===== src/rtl/core/json_token_stream_parser_macros.svh =====
// Assertion macros shared by the parser modules.
// Each macro expects clk and rst_n in scope.
`ifndef JSON_TOKEN_STREAM_PARSER_MACROS_SVH
`define JSON_TOKEN_STREAM_PARSER_MACROS_SVH

// Antecedent implies consequent in the same cycle.
`define TSP_ASSERT_IMPL(label, ante, cons, msg) \
    label: assert property (@(posedge clk) disable iff (!rst_n) (ante) |-> (cons)) \
        else $error(msg);

// Condition holds at every clock edge.
`define TSP_ASSERT_ALWAYS(label, cond, msg) \
    label: assert property (@(posedge clk) disable iff (!rst_n) (cond)) \
        else $error(msg);

`endif


===== src/rtl/core/tsp_pkg.sv =====
// Shared types, codes and helper functions of the JSON token stream parser.
// No dependencies.
package tsp_pkg;

    localparam int DEFAULT_MAX_DEPTH = 32;
    localparam int QUEUE_DEPTH       = 4;
    localparam int QPTR_W            = $clog2(QUEUE_DEPTH);
    localparam int QCNT_W            = $clog2(QUEUE_DEPTH + 1);
    localparam logic [5:0] NEST_LIMIT_RESET = 6'd32;

    typedef enum logic [3:0] {
        M_IDLE  = 4'd0,
        M_SLASH = 4'd1,
        M_LINE  = 4'd2,
        M_BLOCK = 4'd3,
        M_STAR  = 4'd4,
        M_STRV  = 4'd5,
        M_STRN  = 4'd6,
        M_ESCV  = 4'd7,
        M_ESCN  = 4'd8,
        M_BARE  = 4'd9
    } mode_t;

    typedef enum logic [1:0] {
        EX_VALUE = 2'd0,
        EX_NAME  = 2'd1,
        EX_COLON = 2'd2,
        EX_SEP   = 2'd3
    } expect_t;

    localparam logic [3:0] K_CONTENT   = 4'd0;
    localparam logic [3:0] K_BEGIN_OBJ = 4'd1;
    localparam logic [3:0] K_END_OBJ   = 4'd2;
    localparam logic [3:0] K_BEGIN_ARR = 4'd3;
    localparam logic [3:0] K_END_ARR   = 4'd4;
    localparam logic [3:0] K_NAME_END  = 4'd5;
    localparam logic [3:0] K_STR_END   = 4'd6;
    localparam logic [3:0] K_NULL      = 4'd7;
    localparam logic [3:0] K_BOOL      = 4'd8;
    localparam logic [3:0] K_FLOAT     = 4'd9;
    localparam logic [3:0] K_SIGNED    = 4'd10;
    localparam logic [3:0] K_UNSIGNED  = 4'd11;
    localparam logic [3:0] K_END_DOC   = 4'd12;
    localparam logic [3:0] K_ERROR     = 4'd13;

    localparam logic [3:0] E_COMMA       = 4'd1;
    localparam logic [3:0] E_COLON       = 4'd2;
    localparam logic [3:0] E_UNQUOTED    = 4'd3;
    localparam logic [3:0] E_SLASH       = 4'd4;
    localparam logic [3:0] E_OPEN_CMT    = 4'd5;
    localparam logic [3:0] E_OPEN_STR    = 4'd6;
    localparam logic [3:0] E_ESCAPE      = 4'd7;
    localparam logic [3:0] E_BAD_TOKEN   = 4'd8;
    localparam logic [3:0] E_TOO_DEEP    = 4'd9;
    localparam logic [3:0] E_BAD_CLOSE   = 4'd10;

    typedef struct packed {
        logic [3:0] kind;
        logic [7:0] data;
        logic       bval;
        logic [3:0] err;
    } result_t;

    // Up to two results caused by one byte; r0 goes out first.
    typedef struct packed {
        result_t    r1;
        result_t    r0;
        logic [1:0] cnt;
    } bundle_t;

    function automatic result_t ev_res(input logic [3:0] kind);
        result_t r;
        r = '0;
        r.kind = kind;
        return r;
    endfunction

    function automatic result_t fail_res(input logic [3:0] code);
        result_t r;
        r = '0;
        r.kind = K_ERROR;
        r.err  = code;
        return r;
    endfunction

    function automatic result_t byte_res(input logic [7:0] c);
        result_t r;
        r = '0;
        r.kind = K_CONTENT;
        r.data = c;
        return r;
    endfunction

    function automatic logic is_digit(input logic [7:0] c);
        return (c >= "0") && (c <= "9");
    endfunction

    function automatic logic is_alpha(input logic [7:0] c);
        return ((c >= "a") && (c <= "z")) || ((c >= "A") && (c <= "Z"));
    endfunction

    function automatic logic is_num_start(input logic [7:0] c);
        return is_digit(c) || (c == "+") || (c == "-") || (c == ".");
    endfunction

    function automatic logic is_bare(input logic [7:0] c);
        return is_num_start(c) || is_alpha(c);
    endfunction

    // Keyword letters by position: null, true, false; zero past the end.
    function automatic logic [7:0] kw_char(input logic [1:0] k, input logic [2:0] pos);
        logic [7:0] ch;
        ch = 8'd0;
        case (k)
            2'd0:
            begin
                case (pos)
                    3'd0: ch = "n";
                    3'd1: ch = "u";
                    3'd2: ch = "l";
                    3'd3: ch = "l";
                    default: ch = 8'd0;
                endcase
            end
            2'd1:
            begin
                case (pos)
                    3'd0: ch = "t";
                    3'd1: ch = "r";
                    3'd2: ch = "u";
                    3'd3: ch = "e";
                    default: ch = 8'd0;
                endcase
            end
            2'd2:
            begin
                case (pos)
                    3'd0: ch = "f";
                    3'd1: ch = "a";
                    3'd2: ch = "l";
                    3'd3: ch = "s";
                    3'd4: ch = "e";
                    default: ch = 8'd0;
                endcase
            end
            default: ch = 8'd0;
        endcase
        return ch;
    endfunction

    function automatic logic [2:0] kw_match(input logic [2:0] pos, input logic [7:0] c);
        logic [2:0] m;
        m[0] = (kw_char(2'd0, pos) == c);
        m[1] = (kw_char(2'd1, pos) == c);
        m[2] = (kw_char(2'd2, pos) == c);
        return m;
    endfunction

    // Bit 8 set marks an invalid escape.
    function automatic logic [8:0] unescape(input logic [7:0] c);
        logic [8:0] d;
        case (c)
            "\\", "/", "\"": d = {1'b0, c};
            "b":             d = 9'd8;
            "f":             d = 9'd12;
            "n":             d = 9'd10;
            "r":             d = 9'd13;
            "t":             d = 9'd9;
            default:         d = 9'h100;
        endcase
        return d;
    endfunction

endpackage


===== src/rtl/core/tsp_front.sv =====
// Front end: lexer and structure checker; turns each byte into a result bundle.
// Depends on tsp_pkg and json_token_stream_parser_macros.svh.
`include "json_token_stream_parser_macros.svh"

module tsp_front #(
    parameter int MAX_DEPTH = tsp_pkg::DEFAULT_MAX_DEPTH
) (
    input  logic             clk,
    input  logic             rst_n,
    input  logic             cfg_we,
    input  logic [5:0]       cfg_value,
    input  logic             step,
    input  logic [7:0]       c,
    output logic             push,
    output tsp_pkg::bundle_t bundle
);

    localparam int DW = $clog2(MAX_DEPTH + 1);
    localparam int SW = $clog2(MAX_DEPTH);
    localparam int CW = (DW > 6) ? DW : 6;
    localparam logic [CW-1:0] MAXD_C = CW'(MAX_DEPTH);

    tsp_pkg::mode_t   mode_reg, mode_next;
    tsp_pkg::expect_t ex_reg, ex_next;
    logic [DW-1:0]    depth_reg, depth_next;
    logic             lto_reg, lto_next;
    logic [7:0]       first_reg, first_next;
    logic             dot_reg, dot_next;
    logic [2:0]       km_reg, km_next;
    logic [2:0]       len_reg, len_next;
    logic             err_reg, err_next;
    logic [5:0]       limit_reg;
    logic [MAX_DEPTH-1:0] stack_reg;

    // idle-byte handling, shared by idle mode, bare token end, zero byte in line comment
    tsp_pkg::mode_t   id_mode;
    tsp_pkg::expect_t id_ex;
    logic [DW-1:0]    id_depth;
    logic             id_lto, id_dot, id_err, id_v, id_we, id_wval;
    logic [7:0]       id_first;
    logic [2:0]       id_km, id_len;
    tsp_pkg::result_t id_res;

    logic [CW-1:0]    lim_c;
    logic             top_valid, top_obj;
    logic [DW-1:0]    depth_m1;
    logic             want_obj, close_ok;

    logic             va, vb;
    tsp_pkg::result_t ra, rb;
    logic             use_idle;
    tsp_pkg::result_t bare_res;
    logic             bare_fail;
    logic [8:0]       esc;

    assign depth_m1  = depth_reg - DW'(1);
    assign top_valid = (depth_reg != '0);
    assign top_obj   = stack_reg[depth_m1[SW-1:0]];
    assign lim_c     = (CW'(limit_reg) < MAXD_C) ? CW'(limit_reg) : MAXD_C;
    assign want_obj  = (c == "}");
    assign close_ok  = top_valid && (top_obj == want_obj) &&
                       ((ex_reg == tsp_pkg::EX_SEP) ||
                        (lto_reg && (ex_reg == (want_obj ? tsp_pkg::EX_NAME
                                                         : tsp_pkg::EX_VALUE))));

    always_comb
    begin
        id_mode  = tsp_pkg::M_IDLE;
        id_ex    = ex_reg;
        id_depth = depth_reg;
        id_lto   = lto_reg;
        id_first = first_reg;
        id_dot   = dot_reg;
        id_km    = km_reg;
        id_len   = len_reg;
        id_err   = 1'b0;
        id_v     = 1'b0;
        id_res   = '0;
        id_we    = 1'b0;
        id_wval  = 1'b0;
        case (c)
            " ", "\t", "\n", "\r":
            begin
            end
            8'd0:
            begin
                id_v     = 1'b1;
                id_res   = tsp_pkg::ev_res(tsp_pkg::K_END_DOC);
                id_ex    = tsp_pkg::EX_VALUE;
                id_depth = '0;
                id_lto   = 1'b0;
                id_first = '0;
                id_dot   = 1'b0;
                id_km    = '0;
                id_len   = '0;
            end
            "/":
            begin
                id_mode = tsp_pkg::M_SLASH;
            end
            "{", "[":
            begin
                id_v = 1'b1;
                if (ex_reg == tsp_pkg::EX_COLON)
                begin
                    id_res = tsp_pkg::fail_res(tsp_pkg::E_COLON);
                    id_err = 1'b1;
                end
                else if (ex_reg == tsp_pkg::EX_SEP)
                begin
                    id_res = tsp_pkg::fail_res(tsp_pkg::E_COMMA);
                    id_err = 1'b1;
                end
                else if (ex_reg == tsp_pkg::EX_NAME)
                begin
                    id_res = tsp_pkg::fail_res(tsp_pkg::E_UNQUOTED);
                    id_err = 1'b1;
                end
                else if (CW'(depth_reg) >= lim_c)
                begin
                    id_res = tsp_pkg::fail_res(tsp_pkg::E_TOO_DEEP);
                    id_err = 1'b1;
                end
                else
                begin
                    id_we    = 1'b1;
                    id_wval  = (c == "{");
                    id_depth = depth_reg + DW'(1);
                    id_res   = tsp_pkg::ev_res((c == "{") ? tsp_pkg::K_BEGIN_OBJ
                                                          : tsp_pkg::K_BEGIN_ARR);
                    id_ex    = (c == "{") ? tsp_pkg::EX_NAME : tsp_pkg::EX_VALUE;
                    id_lto   = 1'b1;
                end
            end
            "}", "]":
            begin
                id_v = 1'b1;
                if (ex_reg == tsp_pkg::EX_COLON)
                begin
                    id_res = tsp_pkg::fail_res(tsp_pkg::E_COLON);
                    id_err = 1'b1;
                end
                else if (!close_ok)
                begin
                    id_res = tsp_pkg::fail_res(tsp_pkg::E_BAD_CLOSE);
                    id_err = 1'b1;
                end
                else
                begin
                    id_depth = depth_m1;
                    id_res   = tsp_pkg::ev_res(want_obj ? tsp_pkg::K_END_OBJ
                                                        : tsp_pkg::K_END_ARR);
                    id_ex    = (depth_m1 == '0) ? tsp_pkg::EX_VALUE : tsp_pkg::EX_SEP;
                    id_lto   = 1'b0;
                end
            end
            ",":
            begin
                if (ex_reg == tsp_pkg::EX_SEP)
                begin
                    id_ex  = (top_valid && top_obj) ? tsp_pkg::EX_NAME : tsp_pkg::EX_VALUE;
                    id_lto = 1'b0;
                end
                else
                begin
                    id_v   = 1'b1;
                    id_err = 1'b1;
                    id_res = tsp_pkg::fail_res((ex_reg == tsp_pkg::EX_COLON)
                                               ? tsp_pkg::E_COLON : tsp_pkg::E_COMMA);
                end
            end
            ":":
            begin
                if (ex_reg == tsp_pkg::EX_COLON)
                begin
                    id_ex  = tsp_pkg::EX_VALUE;
                    id_lto = 1'b0;
                end
                else
                begin
                    id_v   = 1'b1;
                    id_err = 1'b1;
                    id_res = tsp_pkg::fail_res((ex_reg == tsp_pkg::EX_SEP)
                                               ? tsp_pkg::E_COMMA : tsp_pkg::E_COLON);
                end
            end
            "\"":
            begin
                if (ex_reg == tsp_pkg::EX_COLON)
                begin
                    id_v   = 1'b1;
                    id_err = 1'b1;
                    id_res = tsp_pkg::fail_res(tsp_pkg::E_COLON);
                end
                else if (ex_reg == tsp_pkg::EX_SEP)
                begin
                    id_v   = 1'b1;
                    id_err = 1'b1;
                    id_res = tsp_pkg::fail_res(tsp_pkg::E_COMMA);
                end
                else if (ex_reg == tsp_pkg::EX_NAME)
                begin
                    id_mode = tsp_pkg::M_STRN;
                    id_ex   = tsp_pkg::EX_COLON;
                    id_lto  = 1'b0;
                end
                else
                begin
                    id_mode = tsp_pkg::M_STRV;
                    id_ex   = (depth_reg == '0) ? tsp_pkg::EX_VALUE : tsp_pkg::EX_SEP;
                    id_lto  = 1'b0;
                end
            end
            default:
            begin
                if (!tsp_pkg::is_bare(c))
                begin
                    id_v   = 1'b1;
                    id_err = 1'b1;
                    id_res = tsp_pkg::fail_res(tsp_pkg::E_BAD_TOKEN);
                end
                else if (ex_reg != tsp_pkg::EX_VALUE)
                begin
                    id_v   = 1'b1;
                    id_err = 1'b1;
                    id_res = tsp_pkg::fail_res((ex_reg == tsp_pkg::EX_COLON)
                                               ? tsp_pkg::E_COLON
                                               : (ex_reg == tsp_pkg::EX_SEP)
                                               ? tsp_pkg::E_COMMA : tsp_pkg::E_UNQUOTED);
                end
                else
                begin
                    id_mode  = tsp_pkg::M_BARE;
                    id_first = c;
                    id_ex    = (depth_reg == '0) ? tsp_pkg::EX_VALUE : tsp_pkg::EX_SEP;
                    id_lto   = 1'b0;
                    id_len   = 3'd1;
                    if (tsp_pkg::is_num_start(c))
                    begin
                        id_v   = 1'b1;
                        id_res = tsp_pkg::byte_res(c);
                        id_dot = (c == ".");
                        id_km  = 3'b111;
                    end
                    else
                    begin
                        id_dot = 1'b0;
                        id_km  = tsp_pkg::kw_match(3'd0, c);
                    end
                end
            end
        endcase
    end

    // result of closing a bare token
    always_comb
    begin
        bare_fail = 1'b0;
        bare_res  = '0;
        if (tsp_pkg::is_num_start(first_reg))
        begin
            bare_res = tsp_pkg::ev_res(dot_reg ? tsp_pkg::K_FLOAT
                                       : (first_reg == "-") ? tsp_pkg::K_SIGNED
                                       : tsp_pkg::K_UNSIGNED);
        end
        else if (km_reg[0] && (len_reg == 3'd4))
        begin
            bare_res = tsp_pkg::ev_res(tsp_pkg::K_NULL);
        end
        else if (km_reg[1] && (len_reg == 3'd4))
        begin
            bare_res      = tsp_pkg::ev_res(tsp_pkg::K_BOOL);
            bare_res.bval = 1'b1;
        end
        else if (km_reg[2] && (len_reg == 3'd5))
        begin
            bare_res = tsp_pkg::ev_res(tsp_pkg::K_BOOL);
        end
        else
        begin
            bare_fail = 1'b1;
            bare_res  = tsp_pkg::fail_res(tsp_pkg::E_BAD_TOKEN);
        end
    end

    assign esc = tsp_pkg::unescape(c);

    always_comb
    begin
        mode_next  = mode_reg;
        ex_next    = ex_reg;
        depth_next = depth_reg;
        lto_next   = lto_reg;
        first_next = first_reg;
        dot_next   = dot_reg;
        km_next    = km_reg;
        len_next   = len_reg;
        err_next   = err_reg;
        va         = 1'b0;
        vb         = 1'b0;
        ra         = '0;
        rb         = '0;
        use_idle   = 1'b0;
        unique case (mode_reg)
            tsp_pkg::M_IDLE:
            begin
                use_idle = 1'b1;
            end
            tsp_pkg::M_SLASH:
            begin
                if (c == "/")
                begin
                    mode_next = tsp_pkg::M_LINE;
                end
                else if (c == "*")
                begin
                    mode_next = tsp_pkg::M_BLOCK;
                end
                else
                begin
                    vb       = 1'b1;
                    rb       = tsp_pkg::fail_res(tsp_pkg::E_SLASH);
                    err_next = 1'b1;
                end
            end
            tsp_pkg::M_LINE:
            begin
                if (c == 8'd0)
                begin
                    use_idle = 1'b1;
                end
                else if (c == "\n")
                begin
                    mode_next = tsp_pkg::M_IDLE;
                end
            end
            tsp_pkg::M_BLOCK, tsp_pkg::M_STAR:
            begin
                if (c == 8'd0)
                begin
                    vb       = 1'b1;
                    rb       = tsp_pkg::fail_res(tsp_pkg::E_OPEN_CMT);
                    err_next = 1'b1;
                end
                else if (c == "*")
                begin
                    mode_next = tsp_pkg::M_STAR;
                end
                else if ((mode_reg == tsp_pkg::M_STAR) && (c == "/"))
                begin
                    mode_next = tsp_pkg::M_IDLE;
                end
                else
                begin
                    mode_next = tsp_pkg::M_BLOCK;
                end
            end
            tsp_pkg::M_STRV, tsp_pkg::M_STRN:
            begin
                vb = 1'b1;
                if (c == 8'd0)
                begin
                    rb       = tsp_pkg::fail_res(tsp_pkg::E_OPEN_STR);
                    err_next = 1'b1;
                end
                else if (c == "\"")
                begin
                    rb        = tsp_pkg::ev_res((mode_reg == tsp_pkg::M_STRN)
                                                ? tsp_pkg::K_NAME_END : tsp_pkg::K_STR_END);
                    mode_next = tsp_pkg::M_IDLE;
                end
                else if (c == "\\")
                begin
                    vb        = 1'b0;
                    mode_next = (mode_reg == tsp_pkg::M_STRN) ? tsp_pkg::M_ESCN
                                                              : tsp_pkg::M_ESCV;
                end
                else
                begin
                    rb = tsp_pkg::byte_res(c);
                end
            end
            tsp_pkg::M_ESCV, tsp_pkg::M_ESCN:
            begin
                vb = 1'b1;
                if (esc[8])
                begin
                    rb       = tsp_pkg::fail_res(tsp_pkg::E_ESCAPE);
                    err_next = 1'b1;
                end
                else
                begin
                    rb        = tsp_pkg::byte_res(esc[7:0]);
                    mode_next = (mode_reg == tsp_pkg::M_ESCN) ? tsp_pkg::M_STRN
                                                              : tsp_pkg::M_STRV;
                end
            end
            tsp_pkg::M_BARE:
            begin
                if (tsp_pkg::is_bare(c))
                begin
                    if (tsp_pkg::is_num_start(first_reg))
                    begin
                        vb       = 1'b1;
                        rb       = tsp_pkg::byte_res(c);
                        dot_next = dot_reg | (c == ".");
                    end
                    else
                    begin
                        km_next = km_reg & tsp_pkg::kw_match(len_reg, c);
                    end
                    if (len_reg != 3'd7)
                    begin
                        len_next = len_reg + 3'd1;
                    end
                end
                else
                begin
                    va        = 1'b1;
                    ra        = bare_res;
                    mode_next = tsp_pkg::M_IDLE;
                    if (bare_fail)
                    begin
                        err_next = 1'b1;
                    end
                    else
                    begin
                        use_idle = 1'b1;
                    end
                end
            end
            default:
            begin
                use_idle = 1'b1;
            end
        endcase
        if (use_idle)
        begin
            mode_next  = id_mode;
            ex_next    = id_ex;
            depth_next = id_depth;
            lto_next   = id_lto;
            first_next = id_first;
            dot_next   = id_dot;
            km_next    = id_km;
            len_next   = id_len;
            err_next   = id_err;
            vb         = id_v;
            rb         = id_res;
        end
        bundle.cnt = {1'b0, va} + {1'b0, vb};
        bundle.r0  = va ? ra : rb;
        bundle.r1  = rb;
    end

    assign push = step && !err_reg && (bundle.cnt != 2'd0);

    always_ff @(posedge clk or negedge rst_n)
    begin
        if (!rst_n)
        begin
            mode_reg  <= tsp_pkg::M_IDLE;
            ex_reg    <= tsp_pkg::EX_VALUE;
            depth_reg <= '0;
            lto_reg   <= 1'b0;
            first_reg <= '0;
            dot_reg   <= 1'b0;
            km_reg    <= '0;
            len_reg   <= '0;
            err_reg   <= 1'b0;
            limit_reg <= tsp_pkg::NEST_LIMIT_RESET;
        end
        else
        begin
            if (cfg_we)
            begin
                limit_reg <= cfg_value;
            end
            if (step && !err_reg)
            begin
                mode_reg  <= mode_next;
                ex_reg    <= ex_next;
                depth_reg <= depth_next;
                lto_reg   <= lto_next;
                first_reg <= first_next;
                dot_reg   <= dot_next;
                km_reg    <= km_next;
                len_reg   <= len_next;
                err_reg   <= err_next;
            end
        end
    end

    // level stack: written only by an accepted opener, no reset
    always_ff @(posedge clk)
    begin
        if (step && !err_reg && use_idle && id_we)
        begin
            stack_reg[depth_reg[SW-1:0]] <= id_wval;
        end
    end

    `TSP_ASSERT_ALWAYS(a_depth_bound, (depth_reg <= DW'(MAX_DEPTH)), "nesting depth overflow")
    `TSP_ASSERT_IMPL(a_err_sticky, $past(err_reg), err_reg, "error latch dropped")
    `TSP_ASSERT_IMPL(a_quiet_after_err, err_reg, !push, "result after error")

endmodule


===== src/rtl/core/tsp_queue.sv =====
// Short queue of result bundles between the lexer and the output serializer.
// Depends on tsp_pkg and json_token_stream_parser_macros.svh.
`include "json_token_stream_parser_macros.svh"

module tsp_queue (
    input  logic             clk,
    input  logic             rst_n,
    input  logic             push,
    input  tsp_pkg::bundle_t wr_data,
    output logic             ready,
    input  logic             pop,
    output logic             not_empty,
    output tsp_pkg::bundle_t rd_data
);

    tsp_pkg::bundle_t                 mem [tsp_pkg::QUEUE_DEPTH];
    logic [tsp_pkg::QPTR_W-1:0]       wr_reg, rd_reg;
    logic [tsp_pkg::QCNT_W-1:0]       cnt_reg;

    assign ready     = (cnt_reg != tsp_pkg::QCNT_W'(tsp_pkg::QUEUE_DEPTH));
    assign not_empty = (cnt_reg != '0);
    assign rd_data   = mem[rd_reg];

    always_ff @(posedge clk)
    begin
        if (push)
        begin
            mem[wr_reg] <= wr_data;
        end
    end

    always_ff @(posedge clk or negedge rst_n)
    begin
        if (!rst_n)
        begin
            wr_reg  <= '0;
            rd_reg  <= '0;
            cnt_reg <= '0;
        end
        else
        begin
            if (push)
            begin
                wr_reg <= wr_reg + tsp_pkg::QPTR_W'(1);
            end
            if (pop)
            begin
                rd_reg <= rd_reg + tsp_pkg::QPTR_W'(1);
            end
            cnt_reg <= cnt_reg + tsp_pkg::QCNT_W'(push) - tsp_pkg::QCNT_W'(pop);
        end
    end

    `TSP_ASSERT_IMPL(a_no_overrun, push, ready, "push into full queue")
    `TSP_ASSERT_IMPL(a_no_underrun, pop, not_empty, "pop from empty queue")
    `TSP_ASSERT_ALWAYS(a_cnt_bound, (cnt_reg <= tsp_pkg::QCNT_W'(tsp_pkg::QUEUE_DEPTH)),
        "queue count out of range")

endmodule


===== src/rtl/core/tsp_back.sv =====
// Back end: sends the results of each bundle one beat at a time, marks the last.
// Depends on tsp_pkg.
module tsp_back (
    input  logic             clk,
    input  logic             rst_n,
    input  logic             q_valid,
    input  tsp_pkg::bundle_t q_data,
    output logic             q_pop,
    output logic             out_valid,
    input  logic             out_ready,
    output tsp_pkg::result_t out_res,
    output logic             out_last
);

    logic sel_reg, sel_next;

    assign out_valid = q_valid;
    assign out_res   = sel_reg ? q_data.r1 : q_data.r0;
    assign out_last  = sel_reg || (q_data.cnt == 2'd1);
    assign q_pop     = out_valid && out_ready && out_last;

    always_comb
    begin
        sel_next = sel_reg;
        if (out_valid && out_ready)
        begin
            sel_next = !out_last;
        end
    end

    always_ff @(posedge clk or negedge rst_n)
    begin
        if (!rst_n)
        begin
            sel_reg <= 1'b0;
        end
        else
        begin
            sel_reg <= sel_next;
        end
    end

endmodule


===== src/rtl/core/json_token_stream_parser.sv =====
// JSON token stream parser. Takes one text byte per beat on the slave side and
// returns one event per beat on the master side. The lexer takes a byte every
// cycle whenever the four-entry result queue has room; a byte yields zero, one
// or two events (a bare token closed by a structural byte gives two), and the
// output drains one event per cycle, so sustained input rate is one byte per
// cycle unless the sink stalls or two-event bytes arrive faster than the
// output can drain. tlast marks the final event caused by a byte. After the
// first error event, bytes are still taken but produce nothing until reset.
// The user must write nest_limit through the cfg channel while the stream is idle; the block does not check.
module json_token_stream_parser #(
    parameter int MAX_DEPTH = tsp_pkg::DEFAULT_MAX_DEPTH
) (
    input  logic        clk,
    input  logic        rst_n,
    // config: nest_limit
    input  logic        cfg_valid,
    output logic        cfg_ready,
    input  logic [5:0]  cfg_data,
    // text_byte [7:0]
    input  logic        s_tvalid,
    output logic        s_tready,
    input  logic [7:0]  s_tdata,
    // event_kind [3:0], content_byte [11:4], bool_value [12], error_code [16:13]
    output logic        m_tvalid,
    input  logic        m_tready,
    output logic [23:0] m_tdata,
    output logic        m_tlast
);

    logic             step, push, q_ready, q_valid, q_pop;
    tsp_pkg::bundle_t bundle, q_data;
    tsp_pkg::result_t res;

    assign cfg_ready = 1'b1;
    assign s_tready  = q_ready;
    assign step      = s_tvalid && s_tready;

    tsp_front #(
        .MAX_DEPTH (MAX_DEPTH)
    ) u_front (
        .clk       (clk),
        .rst_n     (rst_n),
        .cfg_we    (cfg_valid),
        .cfg_value (cfg_data),
        .step      (step),
        .c         (s_tdata),
        .push      (push),
        .bundle    (bundle)
    );

    // hold bundles while the sink stalls
    tsp_queue u_queue (
        .clk       (clk),
        .rst_n     (rst_n),
        .push      (push),
        .wr_data   (bundle),
        .ready     (q_ready),
        .pop       (q_pop),
        .not_empty (q_valid),
        .rd_data   (q_data)
    );

    tsp_back u_back (
        .clk       (clk),
        .rst_n     (rst_n),
        .q_valid   (q_valid),
        .q_data    (q_data),
        .q_pop     (q_pop),
        .out_valid (m_tvalid),
        .out_ready (m_tready),
        .out_res   (res),
        .out_last  (m_tlast)
    );

    assign m_tdata = {7'd0, res.err, res.bval, res.data, res.kind};

endmodule


===== config.mk =====
export PLATFORM = sky130hd
export DESIGN_NAME = json_token_stream_parser
export DESIGN_NICKNAME = d
export VERILOG_FILES = /design/src/rtl/core/tsp_pkg.sv /design/src/rtl/core/tsp_front.sv /design/src/rtl/core/tsp_queue.sv /design/src/rtl/core/tsp_back.sv /design/src/rtl/core/json_token_stream_parser.sv
export VERILOG_INCLUDE_DIRS = /design/src /design/src/rtl/core
export SDC_FILE = /design/constraint.sdc
export NUM_CORES = 1
export LEC_CHECK = 0
export BUFFER_PORTS_ARGS = -buffer_cell sky130_fd_sc_hd__buf_2
export CAP_MARGIN = 20
export CORE_UTILIZATION = 44
export CTS_CLUSTER_SIZE = 14
export DETAILED_ROUTE_END_ITERATION = 12
export HOLD_SLACK_MARGIN = 0.12
export PLACE_DENSITY_LB_ADDON = 0.12
export SETUP_SLACK_MARGIN = 0.5
export SLEW_MARGIN = 20
export SYNTH_ARGS = -nofsm -noshare
export SYNTH_HDL_FRONTEND = slang
export SYNTH_SLANG_ARGS = --single-unit

===== constraint.sdc =====
create_clock -name clk -period 8.44 [get_ports clk]
set_input_delay 1.688 -clock clk [delete_from_list [all_inputs] [get_ports clk]]
set_output_delay 1.688 -clock clk [all_outputs]
set_load 0.1 [all_outputs]

==> flow_results.xml <==
<?xml version="1.0" encoding="UTF-8"?>
<metrics>
  <group name="timing">
    <metric name="tns_setup" unit="ns">0</metric>
    <metric name="max_slew.worst_pin.slew" unit="ns">0.968</metric>
    <metric name="timing_hold_violations_final" unit="">0</metric>
    <metric name="max_slew_margin" unit="%">35.5</metric>
    <metric name="fmaxAchievable" unit="GHz">0.175</metric>
    <metric name="grt_setup_unrepaired" unit="">no</metric>
    <metric name="period_minus_slack" unit="ns">5.70</metric>
    <metric name="post-route-period-util" unit="%">67.5</metric>
    <metric name="timing.final.setup_violations" unit="">0</metric>
    <metric name="worst_clock_skew" unit="ns">0.0232</metric>
    <metric name="timing.final.max_slew_violations" unit="">0</metric>
  </group>
  <group name="global_route">
    <metric name="grt_first_pass_wirelength" unit="mm">44.2</metric>
    <metric name="grt_usage" unit="%">21.6</metric>
    <metric name="grt_overflow_total" unit="">0</metric>
    <metric name="grt_pass1_vias" unit="">7530</metric>
    <metric name="grt_antenna_before_repair" unit="">0</metric>
    <metric name="pin_count_of_the_biggest_net_entering_global_routing" unit="">44</metric>
  </group>
  <group name="logic_synthesis">
    <metric name="synth_async_sr_flop_share" unit="%">20.0</metric>
    <metric name="postSynthCellCount" unit="">939</metric>
    <metric name="yosys_warnings" unit="">0</metric>
    <metric name="yosys_register_bits" unit="">215</metric>
    <metric name="synth.yosys.seq_area_share" unit="%">53.8</metric>
    <metric name="yosys.cell_types.count" unit="">91</metric>
    <metric name="synthesis.area" unit="mm2">0.0116</metric>
    <metric name="postSynthAreaPerCell" unit="um2">12.3</metric>
    <metric name="synth_edf_count" unit="">172</metric>
    <metric name="yosys_most_used_dff" unit="">sky130_fd_sc_hd__edfxtp_1</metric>
  </group>
  <group name="critical_path">
    <metric name="critPathArrivalTime" unit="ns">5.83</metric>
    <metric name="worst_ep_required_time" unit="ns">8.57</metric>
    <metric name="critical_path.top_delay_family" unit="">simple AND/OR/NAND/NOR gates</metric>
    <metric name="cp.buffers_inverters" unit="">3</metric>
    <metric name="cp_common_cell" unit="">sky130_fd_sc_hd__nor3_1</metric>
    <metric name="setup_crit_start_kind" unit="">primary input</metric>
    <metric name="worst_setup_path_end_kind" unit="">flip-flop</metric>
    <metric name="cpMaxStageDelayCell" unit="">sky130_fd_sc_hd__and2_2</metric>
    <metric name="worstPathMaxFanout" unit="">35</metric>
    <metric name="startpoint_to_endpoint_class_of_the_critical_path" unit="">primary input to flip-flop</metric>
    <metric name="critical_path.max_stage_delay" unit="ns">0.85</metric>
    <metric name="rrSetupSlack" unit="ns">3.74</metric>
    <metric name="crit_chain" unit="">buf_2 -&gt; or4b_1 -&gt; nor3_1 -&gt; clkbuf_2 -&gt; nand2_1 -&gt; o221ai_1 -&gt; nor3_1 -&gt; a211oi_1 -&gt; or4_1 -&gt; inv_2 -&gt; ha_1 -&gt; nor2_1 -&gt; and2_2</metric>
  </group>
  <group name="floorplan">
    <metric name="floorplan.die.height" unit="um">164</metric>
    <metric name="placeableCoreArea" unit="mm2">0.0260</metric>
    <metric name="initial_utilization" unit="%">44.6</metric>
    <metric name="die_x" unit="um">164</metric>
    <metric name="fp.dieArea" unit="mm2">0.0270</metric>
    <metric name="top_level_ports" unit="">47</metric>
    <metric name="num_rows" unit="">59</metric>
  </group>
  <group name="finish">
    <metric name="max_reg_flops" unit="">140</metric>
    <metric name="final.fill_count" unit="">2300</metric>
    <metric name="finish.utilization" unit="%">49.2</metric>
    <metric name="antenna_cells_inserted" unit="">0</metric>
    <metric name="seqCellArea" unit="mm2">0.00624</metric>
    <metric name="area_delta_synth_final" unit="%">10.4</metric>
    <metric name="final_net_count" unit="">1006</metric>
    <metric name="multiInputGateArea" unit="mm2">0.00496</metric>
    <metric name="drive_gt1_share" unit="%">18.0</metric>
  </group>
  <group name="route">
    <metric name="detailroute.via_count" unit="">7797</metric>
    <metric name="post-route-drc-count" unit="">0</metric>
    <metric name="drt_wl_total" unit="mm">28.2</metric>
    <metric name="detailedRoute.firstIterationViolations" unit="">819</metric>
    <metric name="routed_via_density" unit="">5.97</metric>
    <metric name="route.antenna.remaining_nets" unit="">0</metric>
    <metric name="firstDrtPassIters" unit="">6</metric>
    <metric name="avgRoutedWirePerCell" unit="um">21.6</metric>
  </group>
  <group name="clocking">
    <metric name="clock_transition_at_path_regs" unit="ns">0.06</metric>
    <metric name="clkLatencyLatePin" unit="ns">0.53</metric>
    <metric name="cts_tree" unit="">built</metric>
    <metric name="cts_buffer_count" unit="">24</metric>
    <metric name="cts-root-buf" unit="">sky130_fd_sc_hd__clkbuf_16</metric>
    <metric name="cts_resized" unit="">0</metric>
    <metric name="cts_max_level" unit="">1</metric>
    <metric name="ctsLongestPathBuffers" unit="">3</metric>
    <metric name="cts_post_setup_buffers_inserted" unit="">0</metric>
    <metric name="cts_num_sinks" unit="">215</metric>
    <metric name="post_cts_hold_buffer_count" unit="">0</metric>
  </group>
  <group name="placed_design">
    <metric name="numPortBuffers" unit="">38</metric>
    <metric name="globalplace.congestion" unit="">0.921</metric>
    <metric name="dp_hpwl" unit="mm">19.2</metric>
  </group>
  <group name="run">
    <metric name="maxCapViolations" unit="">0</metric>
  </group>
  <group name="pwr">
    <metric name="power-per-cell-area" unit="mW/mm2">328</metric>
    <metric name="leakagePower" unit="nW">4.72</metric>
    <metric name="ir_worst_vdd" unit="mV">0.437</metric>
    <metric name="total_power" unit="mW">4.20</metric>
  </group>
  <group name="status">
    <metric name="result_of_the_run" unit="">finished clean</metric>
  </group>
  <group name="min_path">
    <metric name="hold_path.class" unit="">flip-flop to flip-flop</metric>
  </group>
</metrics>
layer usage:
layer  vias to the layer above  part of all wire, %  GRT usage [%]  wire, um
met3                        47                  5.1           3.03      1430
li1                       3608                    -              -         -
met5                         -                    0              0         0
met1                      3905                   49           33.2     13700
met2                       237                   44           31.7     12300
met4                         0                  2.7           5.89       775
power by group:
group / internal, mW / leakage [nW] / switching [mW]
Sequential: 1.30 / 2.20 / 0.106
Combinational: 0.512 / 2.12 / 1.21
Clock: 0.650 / 0.396 / 0.415
Total: 2.47 / 4.72 / 1.73
area by class of cell:
class / count / share of cell area, %
clock buffers: 27 / 4.86
clock inverters: 16 / 1.46
inverters: 32 / 0.958
multi-input cells: 635 / 38.8
flip-flops and latches: 215 / 48.8
well taps: 335 / 3.28
repair buffers: 45 / 1.88
cells in the final DEF, fill, tap and decap left out, types with 13 or more instances in the layout:
| cell | netlist | routed |
|---|---|---|
| sky130_fd_sc_hd__edfxtp_1 | 172 | 172 |
| sky130_fd_sc_hd__nor2_1 | 81 | 81 |
| sky130_fd_sc_hd__nand2_1 | 57 | 57 |
| sky130_fd_sc_hd__a21oi_1 | 41 | 41 |
| sky130_fd_sc_hd__mux4_2 | 41 | 41 |
| sky130_fd_sc_hd__dfrtp_1 | 42 | 41 |
| sky130_fd_sc_hd__buf_2 | 14 | 38 |
| sky130_fd_sc_hd__ha_1 | 33 | 33 |
| sky130_fd_sc_hd__o21ai_0 | 30 | 30 |
| sky130_fd_sc_hd__inv_1 | 29 | 29 |
| sky130_fd_sc_hd__nor3_1 | 25 | 24 |
| sky130_fd_sc_hd__clkbuf_16 | 0 | 24 |
| sky130_fd_sc_hd__mux2_2 | 23 | 23 |
| sky130_fd_sc_hd__nand3_1 | 20 | 20 |
| sky130_fd_sc_hd__and2_1 | 17 | 13 |
cells in the mapped netlist (all sizes together) (4+ instances only):
master   count  area share (%)
buf         34             1.6
xor2         9            0.68
nand2       57             1.8
a21oi       41             1.8
nor3b        9            0.63
nand3b       7            0.45
nand2b      12            0.65
nor4        11            0.65
mux2        32             3.2
a22oi        4            0.26
o211ai       4            0.26
a211o        4            0.30
a211oi       7            0.50
and3        10            0.54
nor2        81             2.6
o21ai       35             1.5
or4          4            0.26
or2          9            0.49
xnor2       12            0.91
or3         12            0.69
a31oi        9            0.49
mux2i       12             1.0
a22o         6            0.45
nor3        26             1.2
nand3       20            0.86
and2        17            0.92
o32a         6            0.52
a21o         7            0.45
clkbuf      29            0.94
o31ai       13             1.1
ha          33             3.6
a2bb2oi      4            0.36
o22ai        5            0.32
o21a         4            0.26
nor2b       12            0.65
edfxtp     172              45
mux4        41             8.0
dfrtp       42             9.1
inv         32             1.1
worst reg2reg max path: cells and delay by family (launching register included):
| kind | cells | cell delay [ns] |
|---|---|---|
| multiplexers | 4 | 1.04 |
| buffers and inverters | 1 | 0.31 |
| AO/OA/AOI/OAI | 3 | 1.29 |
| adder cells (fa/ha/maj) | 1 | 0.69 |
| XOR/XNOR | 1 | 0.19 |
| flip-flops | 1 | 0.88 |
worst paths after layout:
path                                            from  depth (start not counted)                 end
worst max-delay path                      s_tdata[5]                         13  u_queue.mem[3][14]
worst min-delay path                 u_front.lto_reg                          1     u_front.lto_reg
worst max register to register  u_front.depth_reg[0]                         10  u_queue.mem[1][18]
worst min register to register       u_front.lto_reg                          1     u_front.lto_reg
max in group asynchronous                      rst_n                          2   u_queue.rd_reg[0]
min in group asynchronous                      rst_n                          2      u_back.sel_reg
per-stage QoR:
stage,hold WS (ns),instances,cell area [um2],worst slack [ns]
global route,0.507,1305,12800,2.44
finish,0.495,1305,12800,2.74
detailed placement,0.480,1261,12000,2.16
CTS,0.498,1304,12800,2.70
global placement,0.479,1261,12000,2.32
floorplan,0.458,945,11600,3.09
logic make-up after synthesis:
kind of cell / share of synthesized area, %
compound gates: 11.5
mux: 12.2
fa+ha+maj: 3.73
other cells: 0.0648
xor+xnor: 1.59
simple gates: 13.5
flops: 53.8
buf+inv: 3.64
No activity file was read; power rests on OpenSTA's default activity.
